[src/bpla_pkg.sv]
// package: shared types, register indexes and reset values for the beat pulse light assigner
`timescale 1ns / 1ps
`default_nettype none
package bpla_pkg;

  localparam int unsigned CfgIndexWidth = 2;
  localparam int unsigned CfgDataWidth  = 8;

  localparam logic [CfgIndexWidth-1:0] CFG_MAG_THRESHOLD = 2'd0;
  localparam logic [CfgIndexWidth-1:0] CFG_SPR_THRESHOLD = 2'd1;
  localparam logic [CfgIndexWidth-1:0] CFG_DECAY_RELOAD  = 2'd2;

  localparam logic [7:0] MAG_THRESHOLD_RST = 8'd210;
  localparam logic [7:0] SPR_THRESHOLD_RST = 8'd212;
  localparam logic [7:0] DECAY_RELOAD_RST  = 8'd8;

  localparam int unsigned InDataWidth  = 64;
  localparam int unsigned OutDataWidth = 24;

  typedef enum logic [1:0] {
    S_IDLE,
    S_TEST,
    S_CLAIM,
    S_EMIT
  } state_e;

  // commands from the controller to the datapath
  typedef struct packed {
    logic accept;  // load the bin request into the input registers
    logic test;    // threshold test and run tracking on the held bin
    logic emit;    // resolve one light and load its status
  } cmd_t;

  // status from the datapath to the controller
  typedef struct packed {
    logic final_bin;  // held bin closes the frame
    logic out_free;   // status register can take a new value
    logic emit_last;  // light being resolved is the last one
  } status_t;

endpackage
`default_nettype wire

[src/beat_pulse_light_assigner.sv]
// top level: beat pulse light assigner with bin stream in, light status stream out
//
// usage
//   the slave stream carries the spectrum bins of one frame in bin order; tlast
//   marks the final bin and tuser carries the frame clipped flag with it
//   each bin is handled in its accept cycle and then a threshold test cycle in
//   which the bin's run tracking is updated; tready is high only while idle
//   a pulse found on a bin is matched against the owned lights in the cycle after
//   its test, or else queued as free for the frame-end pass
//   after the final bin the block emits NUM_LAMPS light status requests on the
//   master stream, tlast on the last; the first is registered after the test and
//   claim states, then one per cycle while the receiver keeps tready high
//   one status is resolved per cycle by the light ring, so a stall on the master
//   side holds the status register and pauses the ring; the next frame's first
//   bin can be taken as soon as the last status sits in the register
//   configuration writes take effect at once and belong in idle periods
//   reset restores the threshold defaults, releases every light and clears all
//   run tracking; there is no clearing pass
`timescale 1ns / 1ps
`default_nettype none
module beat_pulse_light_assigner #(
  parameter int unsigned NUM_BINS  = 64,
  parameter int unsigned NUM_LAMPS = 8
) (
  input  wire logic                                  clk_i,
  input  wire logic                                  rst_ni,
  // bin_magnitude[15:0], bin_spread[31:16], frame_magnitude_max[47:32],
  // frame_spread_max[63:48]
  input  wire logic [bpla_pkg::InDataWidth-1:0]      s_axis_tdata_i,
  // frame_clipped[0]
  input  wire logic [0:0]                            s_axis_tuser_i,
  input  wire logic                                  s_axis_tlast_i,
  input  wire logic                                  s_axis_tvalid_i,
  output logic                                       s_axis_tready_o,
  // light_index[2:0], light_on[3], light_owned[4], light_bin[10:5],
  // decay_left[18:11], zero[23:19]
  output logic [bpla_pkg::OutDataWidth-1:0]          m_axis_tdata_o,
  output logic                                       m_axis_tlast_o,
  output logic                                       m_axis_tvalid_o,
  input  wire logic                                  m_axis_tready_i,
  input  wire logic                                  cfg_we_i,
  input  wire logic [bpla_pkg::CfgIndexWidth-1:0]    cfg_index_i,
  input  wire logic [bpla_pkg::CfgDataWidth-1:0]     cfg_data_i
);
  import bpla_pkg::*;

  localparam int unsigned BinWidth = $clog2(NUM_BINS);

  // configuration registers
  logic [7:0] mag_thr_q, spr_thr_q, reload_q;

  cmd_t    cmd;
  status_t status;

  logic                pulse_valid;
  logic [BinWidth-1:0] pulse_bin;
  logic                frame_clipped;

  always_ff @(posedge clk_i or negedge rst_ni) begin
    if (!rst_ni) begin
      mag_thr_q <= MAG_THRESHOLD_RST;
      spr_thr_q <= SPR_THRESHOLD_RST;
      reload_q  <= DECAY_RELOAD_RST;
    end else if (cfg_we_i) begin
      unique case (cfg_index_i)
        CFG_MAG_THRESHOLD: mag_thr_q <= cfg_data_i;
        CFG_SPR_THRESHOLD: spr_thr_q <= cfg_data_i;
        CFG_DECAY_RELOAD:  reload_q  <= cfg_data_i;
        default: ;  // no register at this index
      endcase
    end
  end

  // sequencing of bin intake and status emission
  bpla_ctrl u_ctrl (
    .clk_i           (clk_i),
    .rst_ni          (rst_ni),
    .s_axis_tvalid_i (s_axis_tvalid_i),
    .s_axis_tready_o (s_axis_tready_o),
    .status_i        (status),
    .cmd_o           (cmd)
  );

  // threshold test and pulse detection
  bpla_bin_scan #(
    .NUM_BINS (NUM_BINS)
  ) u_bin_scan (
    .clk_i                 (clk_i),
    .rst_ni                (rst_ni),
    .cmd_i                 (cmd),
    .bin_magnitude_i       (s_axis_tdata_i[15:0]),
    .bin_spread_i          (s_axis_tdata_i[31:16]),
    .frame_magnitude_max_i (s_axis_tdata_i[47:32]),
    .frame_spread_max_i    (s_axis_tdata_i[63:48]),
    .frame_clipped_i       (s_axis_tuser_i[0]),
    .final_bin_i           (s_axis_tlast_i),
    .magnitude_threshold_i (mag_thr_q),
    .spread_threshold_i    (spr_thr_q),
    .final_bin_o           (status.final_bin),
    .frame_clipped_o       (frame_clipped),
    .pulse_valid_o         (pulse_valid),
    .pulse_bin_o           (pulse_bin)
  );

  // light ownership and status output
  bpla_lights #(
    .NUM_BINS  (NUM_BINS),
    .NUM_LAMPS (NUM_LAMPS)
  ) u_lights (
    .clk_i           (clk_i),
    .rst_ni          (rst_ni),
    .emit_i          (cmd.emit),
    .pulse_valid_i   (pulse_valid),
    .pulse_bin_i     (pulse_bin),
    .frame_clipped_i (frame_clipped),
    .decay_reload_i  (reload_q),
    .out_free_o      (status.out_free),
    .emit_last_o     (status.emit_last),
    .m_axis_tvalid_o (m_axis_tvalid_o),
    .m_axis_tready_i (m_axis_tready_i),
    .m_axis_tdata_o  (m_axis_tdata_o),
    .m_axis_tlast_o  (m_axis_tlast_o)
  );

  // a bin request is always followed by its test cycle
  a_bin_then_test : assert property (@(posedge clk_i) disable iff (!rst_ni)
    (s_axis_tvalid_i && s_axis_tready_o) |=> !s_axis_tready_o)
    else $error("bin request taken during its own test cycle");

  // statuses of one frame follow each other without a gap
  a_status_burst : assert property (@(posedge clk_i) disable iff (!rst_ni)
    (m_axis_tvalid_o && m_axis_tready_i && !m_axis_tlast_o) |=> m_axis_tvalid_o)
    else $error("gap inside a light status burst");

  // light numbers step by one within a burst
  a_status_order : assert property (@(posedge clk_i) disable iff (!rst_ni)
    (m_axis_tvalid_o && m_axis_tready_i && !m_axis_tlast_o)
    |=> (m_axis_tdata_o[2:0] == $past(m_axis_tdata_o[2:0]) + 3'd1))
    else $error("light status out of order");

endmodule
`default_nettype wire

[src/bpla_ctrl.sv]
// controller state machine: bin intake, frame-end claim and light status sequencing
`timescale 1ns / 1ps
`default_nettype none
module bpla_ctrl (
  input  wire logic              clk_i,
  input  wire logic              rst_ni,
  input  wire logic              s_axis_tvalid_i,
  output logic                   s_axis_tready_o,
  input  wire bpla_pkg::status_t status_i,
  output bpla_pkg::cmd_t         cmd_o
);
  import bpla_pkg::*;

  state_e state_q, state_d;

  always_ff @(posedge clk_i or negedge rst_ni) begin
    if (!rst_ni) begin
      state_q <= S_IDLE;
    end else begin
      state_q <= state_d;
    end
  end

  always_comb begin
    state_d = state_q;
    unique case (state_q)
      S_IDLE: begin
        if (s_axis_tvalid_i) begin
          state_d = S_TEST;
        end
      end
      S_TEST: begin
        state_d = status_i.final_bin ? S_CLAIM : S_IDLE;
      end
      S_CLAIM: begin
        state_d = S_EMIT;
      end
      S_EMIT: begin
        if (status_i.out_free && status_i.emit_last) begin
          state_d = S_IDLE;
        end
      end
      default: state_d = S_IDLE;
    endcase
  end

  always_comb begin
    s_axis_tready_o = 1'b0;
    cmd_o           = '0;
    unique case (state_q)
      S_IDLE: begin
        s_axis_tready_o = 1'b1;
        cmd_o.accept    = s_axis_tvalid_i;
      end
      S_TEST: begin
        cmd_o.test = 1'b1;
      end
      S_CLAIM: begin
        cmd_o = '0;
      end
      S_EMIT: begin
        cmd_o.emit = status_i.out_free;
      end
      default: cmd_o = '0;
    endcase
  end

endmodule
`default_nettype wire

[src/bpla_bin_scan.sv]
// datapath: bin threshold test and on-the-fly run tracking that yields pulse bins
`timescale 1ns / 1ps
`default_nettype none
module bpla_bin_scan #(
  parameter int unsigned NUM_BINS = 64
) (
  input  wire logic                        clk_i,
  input  wire logic                        rst_ni,
  input  wire bpla_pkg::cmd_t              cmd_i,
  input  wire logic [15:0]                 bin_magnitude_i,
  input  wire logic [15:0]                 bin_spread_i,
  input  wire logic [15:0]                 frame_magnitude_max_i,
  input  wire logic [15:0]                 frame_spread_max_i,
  input  wire logic                        frame_clipped_i,
  input  wire logic                        final_bin_i,
  input  wire logic [7:0]                  magnitude_threshold_i,
  input  wire logic [7:0]                  spread_threshold_i,
  output logic                             final_bin_o,
  output logic                             frame_clipped_o,
  output logic                             pulse_valid_o,
  output logic [$clog2(NUM_BINS)-1:0]      pulse_bin_o
);
  import bpla_pkg::*;

  localparam int unsigned BinWidth = $clog2(NUM_BINS);
  localparam int unsigned PosWidth = $clog2(NUM_BINS + 1);

  // held bin request
  logic [15:0] mag_q, spr_q, mmax_q, smax_q;
  logic        clipped_q;
  logic        final_q;

  // run tracking
  logic [PosWidth-1:0] pos_q, pos_d;
  logic                prev_q, prev_d;
  logic [BinWidth-1:0] start_q, start_d;

  logic                pulse_valid_q, pulse_valid_d;
  logic [BinWidth-1:0] pulse_bin_q, pulse_bin_d;

  logic [23:0]         mag_lim, spr_lim;
  logic                hit, in_range, run_end, end_pulse;
  logic [BinWidth-1:0] sel_start;
  logic [PosWidth-1:0] sel_end, span, mid;

  always_ff @(posedge clk_i) begin
    if (cmd_i.accept) begin
      mag_q     <= bin_magnitude_i;
      spr_q     <= bin_spread_i;
      mmax_q    <= frame_magnitude_max_i;
      smax_q    <= frame_spread_max_i;
      clipped_q <= frame_clipped_i;
    end
  end

  always_comb begin
    mag_lim  = magnitude_threshold_i * mmax_q;
    spr_lim  = spread_threshold_i * smax_q;
    hit      = ({mag_q, 8'h00} > mag_lim) && ({spr_q, 8'h00} > spr_lim);
    in_range = pos_q < PosWidth'(NUM_BINS);

    prev_d  = prev_q;
    start_d = start_q;
    pos_d   = pos_q;
    run_end = 1'b0;
    if (in_range) begin
      // prev is clear at the first bin, so a run opening there starts at zero
      run_end = prev_q && !hit;
      if (hit && !prev_q) begin
        start_d = BinWidth'(pos_q);
      end
      prev_d = hit;
      pos_d  = pos_q + PosWidth'(1);
    end
    // a run still open at frame end closes on the first bin not delivered
    end_pulse = final_q && prev_d && (pos_d < PosWidth'(NUM_BINS));

    sel_start = run_end ? start_q : start_d;
    sel_end   = run_end ? pos_q : pos_d;
    span      = sel_end - PosWidth'(sel_start);
    mid       = PosWidth'(sel_start) + (span >> 1);

    pulse_valid_d = cmd_i.test && (run_end || end_pulse);
    pulse_bin_d   = BinWidth'(mid);
  end

  always_ff @(posedge clk_i or negedge rst_ni) begin
    if (!rst_ni) begin
      final_q       <= 1'b0;
      pos_q         <= '0;
      prev_q        <= 1'b0;
      start_q       <= '0;
      pulse_valid_q <= 1'b0;
    end else begin
      pulse_valid_q <= pulse_valid_d;
      if (cmd_i.accept) begin
        final_q <= final_bin_i;
      end
      if (cmd_i.test) begin
        if (final_q) begin
          pos_q   <= '0;
          prev_q  <= 1'b0;
          start_q <= '0;
        end else begin
          pos_q   <= pos_d;
          prev_q  <= prev_d;
          start_q <= start_d;
        end
      end
    end
  end

  always_ff @(posedge clk_i) begin
    pulse_bin_q <= pulse_bin_d;
  end

  assign final_bin_o     = final_q;
  assign frame_clipped_o = clipped_q;
  assign pulse_valid_o   = pulse_valid_q;
  assign pulse_bin_o     = pulse_bin_q;

endmodule
`default_nettype wire

[src/bpla_lights.sv]
// datapath: light ownership, pulse claims, free pulse queue and status register
`timescale 1ns / 1ps
`default_nettype none
module bpla_lights #(
  parameter int unsigned NUM_BINS  = 64,
  parameter int unsigned NUM_LAMPS = 8
) (
  input  wire logic                                  clk_i,
  input  wire logic                                  rst_ni,
  input  wire logic                                  emit_i,
  input  wire logic                                  pulse_valid_i,
  input  wire logic [$clog2(NUM_BINS)-1:0]           pulse_bin_i,
  input  wire logic                                  frame_clipped_i,
  input  wire logic [7:0]                            decay_reload_i,
  output logic                                       out_free_o,
  output logic                                       emit_last_o,
  output logic                                       m_axis_tvalid_o,
  input  wire logic                                  m_axis_tready_i,
  output logic [bpla_pkg::OutDataWidth-1:0]          m_axis_tdata_o,
  output logic                                       m_axis_tlast_o
);
  import bpla_pkg::*;

  localparam int unsigned BinWidth   = $clog2(NUM_BINS);
  localparam int unsigned LampWidth  = (NUM_LAMPS > 1) ? $clog2(NUM_LAMPS) : 1;
  localparam int unsigned CountWidth = $clog2(NUM_LAMPS + 1);

  // light state, rotated one place per emitted status so light idx sits at entry 0
  logic [7:0]          decay_q     [NUM_LAMPS];
  logic [BinWidth-1:0] owned_bin_q [NUM_LAMPS];
  logic                owned_vld_q [NUM_LAMPS];
  logic                took_q      [NUM_LAMPS];

  // unclaimed pulses in ascending bin order, head at entry 0
  logic [BinWidth-1:0]   queue_q [NUM_LAMPS];
  logic [CountWidth-1:0] q_count_q;

  logic [LampWidth-1:0] idx_q;

  logic                 out_valid_q;
  logic [2:0]           out_index_q;
  logic                 out_on_q, out_owned_q, out_last_q;
  logic [5:0]           out_bin_q;
  logic [7:0]           out_decay_q;

  logic [NUM_LAMPS-1:0] match, grant;
  logic                 claimed, push, take, last_light;
  logic [7:0]           new_decay;
  logic [BinWidth-1:0]  new_bin;
  logic                 new_vld, new_lit;

  // owned light whose bin pulsed; the lowest such light wins
  always_comb begin
    for (int i = 0; i < NUM_LAMPS; i++) begin
      match[i] = pulse_valid_i && owned_vld_q[i] && (owned_bin_q[i] == pulse_bin_i);
    end
    grant   = match & (~match + NUM_LAMPS'(1));
    claimed = |match;
    push    = pulse_valid_i && !claimed && (q_count_q < CountWidth'(NUM_LAMPS));
  end

  // resolve the light at entry 0
  always_comb begin
    last_light = idx_q == LampWidth'(NUM_LAMPS - 1);
    take       = (decay_q[0] == 8'd0) && (q_count_q != '0);
    new_bin    = owned_bin_q[0];
    new_vld    = owned_vld_q[0];
    new_decay  = decay_q[0];
    new_lit    = 1'b1;
    if (take) begin
      new_bin   = queue_q[0];
      new_vld   = 1'b1;
      new_decay = decay_reload_i;
    end else if (!took_q[0]) begin
      if (decay_q[0] == 8'd0) begin
        new_vld = 1'b0;
      end else begin
        new_decay = decay_q[0] - 8'd1;
      end
      new_lit = frame_clipped_i && (new_decay < (decay_reload_i >> 1));
    end
  end

  always_ff @(posedge clk_i or negedge rst_ni) begin
    if (!rst_ni) begin
      for (int i = 0; i < NUM_LAMPS; i++) begin
        decay_q[i]     <= 8'd0;
        owned_bin_q[i] <= '0;
        owned_vld_q[i] <= 1'b0;
        took_q[i]      <= 1'b0;
      end
      q_count_q <= '0;
      idx_q     <= '0;
    end else if (emit_i) begin
      for (int i = 0; i < NUM_LAMPS; i++) begin
        if (i == NUM_LAMPS - 1) begin
          decay_q[i]     <= new_decay;
          owned_bin_q[i] <= new_bin;
          owned_vld_q[i] <= new_vld;
          took_q[i]      <= 1'b0;
        end else begin
          decay_q[i]     <= decay_q[(i + 1) % NUM_LAMPS];
          owned_bin_q[i] <= owned_bin_q[(i + 1) % NUM_LAMPS];
          owned_vld_q[i] <= owned_vld_q[(i + 1) % NUM_LAMPS];
          took_q[i]      <= took_q[(i + 1) % NUM_LAMPS];
        end
      end
      if (last_light) begin
        q_count_q <= '0;
        idx_q     <= '0;
      end else begin
        if (take) begin
          q_count_q <= q_count_q - CountWidth'(1);
        end
        idx_q <= idx_q + LampWidth'(1);
      end
    end else begin
      for (int i = 0; i < NUM_LAMPS; i++) begin
        if (grant[i]) begin
          took_q[i]  <= 1'b1;
          decay_q[i] <= decay_reload_i;
        end
      end
      if (push) begin
        q_count_q <= q_count_q + CountWidth'(1);
      end
    end
  end

  always_ff @(posedge clk_i) begin
    if (emit_i) begin
      if (take) begin
        for (int i = 0; i < NUM_LAMPS; i++) begin
          queue_q[i] <= queue_q[(i + 1) % NUM_LAMPS];
        end
      end
    end else if (push) begin
      queue_q[q_count_q[LampWidth-1:0]] <= pulse_bin_i;
    end
  end

  // status register
  always_ff @(posedge clk_i or negedge rst_ni) begin
    if (!rst_ni) begin
      out_valid_q <= 1'b0;
    end else if (emit_i) begin
      out_valid_q <= 1'b1;
    end else if (m_axis_tready_i) begin
      out_valid_q <= 1'b0;
    end
  end

  always_ff @(posedge clk_i) begin
    if (emit_i) begin
      out_index_q <= 3'(idx_q);
      out_on_q    <= new_lit;
      out_owned_q <= new_vld;
      out_bin_q   <= new_vld ? 6'(new_bin) : 6'd0;
      out_decay_q <= new_decay;
      out_last_q  <= last_light;
    end
  end

  assign out_free_o      = !out_valid_q || m_axis_tready_i;
  assign emit_last_o     = last_light;
  assign m_axis_tvalid_o = out_valid_q;
  assign m_axis_tdata_o  = {5'd0, out_decay_q, out_bin_q, out_owned_q, out_on_q, out_index_q};
  assign m_axis_tlast_o  = out_last_q;

endmodule
`default_nettype wire

[config.mk]
export PLATFORM = sky130hd
export DESIGN_NAME = beat_pulse_light_assigner
export DESIGN_NICKNAME = d
export VERILOG_FILES = /design/src/bpla_pkg.sv /design/src/beat_pulse_light_assigner.sv /design/src/bpla_ctrl.sv /design/src/bpla_bin_scan.sv /design/src/bpla_lights.sv
export SDC_FILE = /design/constraint.sdc
export NUM_CORES = 1
export LEC_CHECK = 0
export BUFFER_PORTS_ARGS = -buffer_cell sky130_fd_sc_hd__buf_2
export CAP_MARGIN = 20
export CORE_MARGIN = 2
export CORE_UTILIZATION = 35
export DETAILED_ROUTE_END_ITERATION = 12
export PLACE_DENSITY_LB_ADDON = 0.15
export SETUP_SLACK_MARGIN = 0.15
export SLEW_MARGIN = 0
export SYNTH_ARGS = -nofsm -noshare
export SYNTH_HDL_FRONTEND = slang
export SYNTH_SLANG_ARGS = --single-unit
[constraint.sdc]
create_clock -name clk_i -period 8.2 [get_ports clk_i]
set_input_delay 1.23 -clock clk_i [delete_from_list [all_inputs] [get_ports clk_i]]
set_output_delay 1.23 -clock clk_i [all_outputs]
set_load 0.005 [all_outputs]
Word-level counts from Yosys, hierarchy flattened
Memories as Yosys holds them, arrays and structs flattened.
Cells that the tools add are included.
{"block": "classes", "addsub": 8, "n_mul": 2, "order_cmp": 6, "n_eq_ne": 17, "n_mux": 61, "bitwise": 2, "n_reduce_logical": 55}
{"op": "$mux W8", "count": 14}
{"op": "$mux W64", "count": 1}
{"op": "$eq A6 B6 Y1", "count": 8}
{"op": "$gt A24 B24 Y1", "count": 2}
{"op": "$mul A8 B16 Y24", "count": 2}
{"op": "$mux W6", "count": 6}
{"op": "$logic_and A1 B1 Y1", "count": 27}
{"op": "$mux W1", "count": 27}
{"op": "$mux W7", "count": 3}
{"op": "$reduce_bool A2 Y1", "count": 10}
{"op": "$mux W4", "count": 4}
{"op": "$lt A7 B7 Y1 const B", "count": 2}
{"op": "$reduce_and A2 Y1", "count": 5}
{"op": "$add A8 B1 Y8 const B", "count": 1}
{"op": "$and A8 B8 Y8", "count": 1}
{"op": "$logic_not A8 Y1", "count": 1}
{"op": "$lt A8 B7 Y1", "count": 1}
{"op": "$not A8 Y8", "count": 1}
{"op": "$pmux W2 S4", "count": 1}
{"op": "$reduce_or A8 Y1", "count": 1}
{"op": "$sub A8 B1 Y8 const B", "count": 1}
{"op": "$add A7 B1 Y7 const B", "count": 1}
{"op": "$sub A7 B6 Y7", "count": 1}
{"op": "$add A6 B6 Y6", "count": 1}
{"op": "other kinds (18)", "count": 29}
{"block": "word_totals", "regBits": 269, "mem_bits_rw": 48, "inputBits": 81, "output_inout_bits": 27, "mem_count": 1}
{"name": "u_lights.queue_q", "words": 8, "width": 6, "rd": 8, "rd_clocked_by_memory_dff": 0, "write_ports": 8, "line": "bpla_lights.sv:35", "text": "logic [BinWidth-1:0] queue_q [NUM_LAMPS];"}

Longest topological paths before layout
{"block": "depth", "word_depth": 11, "mapped_depth": 42}

Cells and area by module
Synthesis repeated with hierarchy kept, for this count alone.
{"block": "unflattened", "cells_unflattened": 2187, "hier_area_um2": 23359.9}
{"mod": "bpla_bin_scan", "instances": 1, "cells_each": 1227, "area_each_um2": 12129.1}
{"mod": "bpla_lights", "instances": 1, "cells_each": 899, "area_each_um2": 10198.5}
{"mod": "beat_pulse_light_assigner", "instances": 1, "cells_each": 51, "area_each_um2": 923.4}
{"mod": "bpla_ctrl", "instances": 1, "cells_each": 10, "area_each_um2": 108.9}

Worst setup path after synthesis
OpenSTA, ideal clock, no wires.
{"block": "synth_path", "path_kind": "register -> register", "start": "register mag_thr_q[4]", "end": "register u_bin_scan.pulse_bin_q[5], in the netlist u_bin_scan.pulse_bin_o[5]", "setup_ns": 0.124, "arrival_ns": 8.923, "t_required_ns": 8.076, "setup_slack_ns": -0.847, "stages_incl_launch_ff": 39, "path_buffers": 2, "synth_period_minus_slack_ns": 9.047, "path_cell_list": "dfstp_2 clkbuf_1 and2_1 fa_1 fa_1 fa_1 fa_1 ha_1 or2_2 o31ai_1 a31oi_1 a41o_1 o41ai_1 o2111ai_1 a21o_1 a21oi_1 xnor2_1 ha_1 [3 not listed] and3_1 or3_1 buf_2 nor3_2 mux2_2 inv_1 ha_1 and2_1 o21ai_0 nor2b_2 a21boi_2 ha_1 a21oi_1 o21bai_1 a21oi_1 xor2_1 xnor2_1 xnor2_1"}
{"block": "synth_via", "elab_chain_cells": 9}
{"element": "start: declaration", "line": "beat_pulse_light_assigner.sv:50", "text": "logic [7:0] mag_thr_q, spr_thr_q, reload_q;"}
{"element": "start signal: assignment", "line": "beat_pulse_light_assigner.sv:66", "text": "CFG_MAG_THRESHOLD: mag_thr_q <= cfg_data_i;"}
{"element": "$mul A8 B16 Y24 *", "line": "bpla_bin_scan.sv:57", "text": "mag_lim = magnitude_threshold_i * mmax_q;"}
{"element": "$gt A24 B24 Y1 *", "line": "bpla_bin_scan.sv:59", "text": "hit = ({mag_q, 8'h00} > mag_lim) && ({spr_q, 8'h00} > spr_lim);"}
{"element": "$logic_and A1 B1 Y1 *", "line": "bpla_bin_scan.sv:59"}
{"element": "$logic_and A1 B1 Y1 / $logic_not A1 Y1 (equally long branches)", "line": "bpla_bin_scan.sv:69, bpla_bin_scan.sv:68"}
{"element": "$mux W6 / $logic_and A1 B1 Y1 (equally long branches)", "line": "bpla_bin_scan.sv:69, bpla_bin_scan.sv:68"}
{"element": "$mux W6 / $mux W1 (equally long branches)", "line": "bpla_bin_scan.sv:66", "text": "if (in_range) begin"}
{"element": "$mux W6 / $mux W7 (equally long branches)", "line": "bpla_bin_scan.sv:78, bpla_bin_scan.sv:79"}
{"element": "$sub A7 B6 Y7", "line": "bpla_bin_scan.sv:80", "text": "span = sel_end - PosWidth'(sel_start);"}
{"element": "$add A6 B6 Y6 *", "line": "bpla_bin_scan.sv:81", "text": "mid = PosWidth'(sel_start) + (span >> 1);"}
{"element": "named net u_bin_scan.mid[5]", "line": "bpla_bin_scan.sv:44", "text": "logic [PosWidth-1:0] sel_end, span, mid;"}
{"element": "end signal: assignment", "line": "bpla_bin_scan.sv:114", "text": "pulse_bin_q <= pulse_bin_d;"}
{"element": "end: declaration", "line": "bpla_bin_scan.sv:39", "text": "logic [BinWidth-1:0] pulse_bin_q, pulse_bin_d;"}
The timed path passes the listed nets; every way through them passes the cells marked *.
A chain may end at the register's enable or synchronous reset.

Worst setup path after layout
{"block": "layout_path", "start": "register u_bin_scan.mmax_q[2]", "end": "register u_bin_scan.pulse_bin_q[5], in the netlist u_bin_scan.pulse_bin_o[5]"}
{"block": "layout_via", "elab_chain_cells": 9}
{"element": "start: declaration", "line": "bpla_bin_scan.sv:29", "text": "logic [15:0] mag_q, spr_q, mmax_q, smax_q;"}
{"element": "start signal: assignment", "line": "bpla_bin_scan.sv:50", "text": "mmax_q <= frame_magnitude_max_i;"}
{"element": "$mul A8 B16 Y24 *", "line": "bpla_bin_scan.sv:57"}
{"element": "$gt A24 B24 Y1 *", "line": "bpla_bin_scan.sv:59"}
{"element": "$logic_and A1 B1 Y1 *", "line": "bpla_bin_scan.sv:59"}
{"element": "$logic_and A1 B1 Y1 / $logic_not A1 Y1 (equally long branches)", "line": "bpla_bin_scan.sv:69, bpla_bin_scan.sv:68"}
{"element": "$mux W6 / $logic_and A1 B1 Y1 (equally long branches)", "line": "bpla_bin_scan.sv:69, bpla_bin_scan.sv:68"}
{"element": "$mux W6 / $mux W1 (equally long branches)", "line": "bpla_bin_scan.sv:66"}
{"element": "$mux W6 / $mux W7 (equally long branches)", "line": "bpla_bin_scan.sv:78, bpla_bin_scan.sv:79"}
{"element": "$sub A7 B6 Y7", "line": "bpla_bin_scan.sv:80"}
{"element": "$add A6 B6 Y6 *", "line": "bpla_bin_scan.sv:81"}
{"element": "named net u_bin_scan.mid[5]", "line": "bpla_bin_scan.sv:44"}
Marks and branches as above.

==> out/results.md <==
| Stage | Quantity | Value |
|:---|:---|:---|
| status | Status | complete, but fails checks |
| status | Violations in the final reports | setup timing |
| logic synthesis | Primary FF master, synth | dfrtp_1 |
| sta | Setup repair after global routing missed its margin | yes |
| routing | Average vias per placed instance | 4.82 |
| floorplanning | Area of the placeable core | 64500 um^2 |
| clocking | Clock-pin slew reported for the worst setup and hold paths after clock tree synthesis | 0.06 ns |
| critical path | Kind of end point of the critical path | flop |
| logic synthesis | Post-synthesis instance area | 22800 um^2 |
| clocking | Number of buffers created by CTS | 41 |
| final layout | Post-Route Utilization | 0.440 |
| sta | Worst-case clock skew | 0.0461 ns |
| place | Count of buffers from port buffering | 102 |
| logic synthesis | Register area share after synthesis | 0.376 |
| global route | Via count of the first global-routing pass | 17400 |
| floorplanning | Effective utilization at floorplan | 0.354 |
| clocking | Bufs on Longest Clock Path | 3 |
| critical path | Cell with the largest stage delay on the worst path | edfxtp_1 |
| place | Area after detailed placement | 25800 um^2 |
| final layout | Number of inserted diodes | 0 |
| critical path | Data arrival time of the critical path | 9.47 ns |
| logic synthesis | Cell accounting for the most synthesized area | dfrtp_1 |
| run | Max-cap viol count | 0 |
| sta | Final hold viol count | 0 |
| routing | Total DRC errors in the routed layout | 0 |
| sta | Highest clock frequency the design can meet | 0.112 GHz |
| sta | Max-slew headroom | 0.288 |
| floorplanning | Ports | 108 |
| floorplanning | Die width | 259 um |
| critical path | Slowest cell delay on critical path | 0.53 ns |
| place | Post-DP HPWL | 42.3 mm |
| final layout | Filler cell count | 6179 |
| floorplanning | Die Footprint | 67300 um^2 |
| sta | Post-layout worst setup margin | -0.757 ns |
| clocking | Clock tree from TritonCTS | done |
| worst hold path | Worst Hold Class | reg -> reg |
| final layout | Fraction of final layout cells sized beyond drive strength 1 | 0.260 |
| global route | GRT Overall Usage | 0.176 |
| routing | Sum of routed wire length over all layers | 58.2 mm |
| global route | Largest net degree at the start of global routing | 95 |
| global route | Wire length of the first global-routing pass | 94.8 mm |
| floorplanning | Die height | 259 um |
| logic synthesis | Register bit count reported by yosys | 317 |
| logic synthesis | Number of distinct standard cells referenced by the synthesized netlist | 77 |
| logic synthesis | Ranking of synthesized cells by area | dfrtp_1 19%, edfxtp_1 17%, fa_1 15% |
| clocking | Library cell used as clock root buffer | clkbuf_16 |
| logic synthesis | Fraction of synthesis flops using an asynchronous set or reset pin | 0.562 |
| global route | Initial antenna violation count | 0 |
| logic synthesis | Synthesized area per cell | 10.2 um^2 |
| logic synthesis | Number of flops mapped to enable cells by yosys | 133 |
| sta | Final-report setup violation count | 5 |
| final layout | Final design area excluding fillers | 28400 um^2 |
| sta | Post-layout minimum cycle time | 8.96 ns |
| final layout | Post-synthesis to final-layout area growth | 24.1% |
| final layout | Layout Nets | 2940 |
| logic synthesis | Most common cell in the synthesized netlist | nand2_1 |
| logic synthesis | Total of warnings raised by yosys | 0 |
| critical path | Crit path required time | 8.72 ns |
| clocking | Clk_lat worst skew | 0.59 ns |
| sta | Worst-margin pin slew | 1.07 ns |
| sta | Period utilization | 1.09 |
| clocking | Hold Buf Count CTS | 0 |
| critical path | Most repeated library cell on the critical path | fa_1 |
| place | Final weighted congestion of routability-driven global placement | 0.855 |
| final layout | Count of placed standard cells in the final layout, fillers left out | 3434 |
| critical path | Worst-path maximum fanout | 8 |
| place | Placed cell count | 3305 |
| clocking | CTS sink count | 317 |
| critical path | Critical path start-end classification | reg -> reg |
| routing | First drt pass iteration count | 5 |
| floorplanning | Row count | 93 |
| logic synthesis | Synth cell count leaders | 346 x nand2_1, 221 x inv_1, 204 x and2_1 |
| logic synthesis | Post-Synthesis Cells | 2231 |
| logic synthesis | Area share of the leading cell type in the synthesized netlist | 0.185 |
| routing | Vias | 16500 |
| routing | Number of nets with antenna violations after detailed routing | 0 |
| clocking | Number of H-tree branching levels | 2 |
| place | Place WS | -1.15 ns |
| global route | Gr ovfl total | 0 |
| sta | Final number of max-transition violations | 0 |
| critical path | Kind of start point of the critical path | flop |
| routing | Routed length per placed instance | 16.9 um |
| routing | Drt first-iter violations | 1017 |
-- stage by stage --
step                TNS (ns)  hold WS (ns)
global route           -3.80         0.500
CTS                    -1.24         0.467
global placement       -3.00         0.452
finish                 -1.87         0.468
floorplan             -0.389         0.439
detailed placement     -3.83         0.466
-- state kept, by name (all words and copies together), names as in the netlist, 3 cells and up, named ones only --
| name | count |
|---|---|
| u_lights.out_decay_q | 8 |
| u_lights.took_q | 8 |
| u_bin_scan.pulse_bin_o | 6 |
| u_bin_scan.mag_q | 16 |
| u_lights.out_bin_q | 6 |
| u_lights.owned_vld_q | 8 |
| mag_thr_q | 8 |
| u_bin_scan.pos_q | 7 |
| spr_thr_q | 8 |
| u_bin_scan.smax_q | 16 |
| u_bin_scan.start_q | 6 |
| u_bin_scan.mmax_q | 16 |
| u_lights.queue_q | 48 |
| u_lights.decay_q | 64 |
| u_lights.out_index_q | 3 |
| u_bin_scan.spr_q | 16 |
| u_lights.q_count_q | 4 |
| u_lights.idx_q | 3 |
| reload_q | 8 |
| u_lights.owned_bin_q | 48 |
-- critical path: cells and delay by family (launching register included) --
kind | cells | cell delay, ns
adders and majority gates | 8 | 3.13
AOI/OAI and AO/OA | 12 | 2.26
and+or+nand+nor | 8 | 1.20
buffers and inverters | 6 | 0.77
xor gates and xnor gates | 4 | 0.61
DFF | 1 | 0.53
muxes | 1 | 0.36
-- logic make-up after synthesis --
logic type / Yosys count / share of synthesized area
buf+inv: 318 / 0.0547
mux: 138 / 0.0650
simple gates: 767 / 0.165
flops: 317 / 0.376
xor+xnor: 102 / 0.0391
fa+ha+maj: 314 / 0.228
other cells: 1 / 0.000164
compound gates: 274 / 0.0728
-- final cells by class --
type                    instances  area, um^2  area share
flip-flops and latches        317        8590       0.303
repair buffers                365        2640      0.0929
inverters                     221         840      0.0296
clock buffers                  65        1240      0.0437
well taps                     855        1070      0.0377
multi-input cells            1600       13800       0.488
clock inverters                11         158     0.00556
-- per-layer routing --
metal | GRT usage | part of all wire | vias to the layer above
met5 | 0 | 0 | -
met4 | 0.0538 | 0.027 | 0
met3 | 0.0213 | 0.036 | 87
met2 | 0.290 | 0.47 | 262
met1 | 0.243 | 0.46 | 8201
li1 | - | - | 7997
-- layout by cell type, fill, tap and decap left out, types with 7 or more instances in the layout --
master,Yosys,layout
a21o_1,13,13
a21oi_1,67,55
a21oi_2,1,13
a22o_1,9,9
and2_1,204,179
and2_4,0,25
and3_1,11,7
buf_2,11,102
buf_4,11,236
buf_6,0,19
clkbuf_1,70,15
clkbuf_16,0,44
clkbuf_8,0,7
dfrtp_1,169,164
dfstp_2,9,9
edfxtp_1,133,133
fa_1,170,161
fa_2,0,9
ha_1,143,119
ha_4,0,20
inv_1,221,209
inv_2,0,9
mux2_2,82,78
mux2i_1,56,55
nand2_1,346,340
nand2b_1,15,15
nand3_1,25,23
nand4_1,9,9
nor2_1,79,76
nor3_1,25,21
o21ai_0,113,106
or3_1,9,8
xnor2_1,69,67
xor2_1,33,32
-- what timing repair did --
item	4_1_cts	5_1_grt
gates cloned	1	0
pin swaps	118	46
gates resized for setup	127	46
buffers inserted	38	11
setup endpoints to repair	6	6
-- final timing paths --
check	start	to	slack (ns)	cells past startpoint
setup / recovery	u_bin_scan.mmax_q[2]$_DFFE_PP_	u_bin_scan.pulse_bin_o[5]$_DFF_P_	-0.76	39
hold / removal	u_lights.decay_q[37]$_DFFE_PN0P_	u_lights.decay_q[45]$_DFFE_PN0P_	0.47	2
setup reg to reg	u_bin_scan.mmax_q[2]$_DFFE_PP_	u_bin_scan.pulse_bin_o[5]$_DFF_P_	-0.76	39
hold reg to reg	u_lights.decay_q[37]$_DFFE_PN0P_	u_lights.decay_q[45]$_DFFE_PN0P_	0.47	2
max in group asynchronous	rst_ni	u_lights.took_q[3]$_DFFE_PN0P_	6.47	2
min in group asynchronous	rst_ni	u_bin_scan.start_q[4]$_DFFE_PN0N_	0.58	1
Power is left out: the tool's default activity adds up to more than one toggle a clock period on the data nets, which glitch-free logic cannot reach.
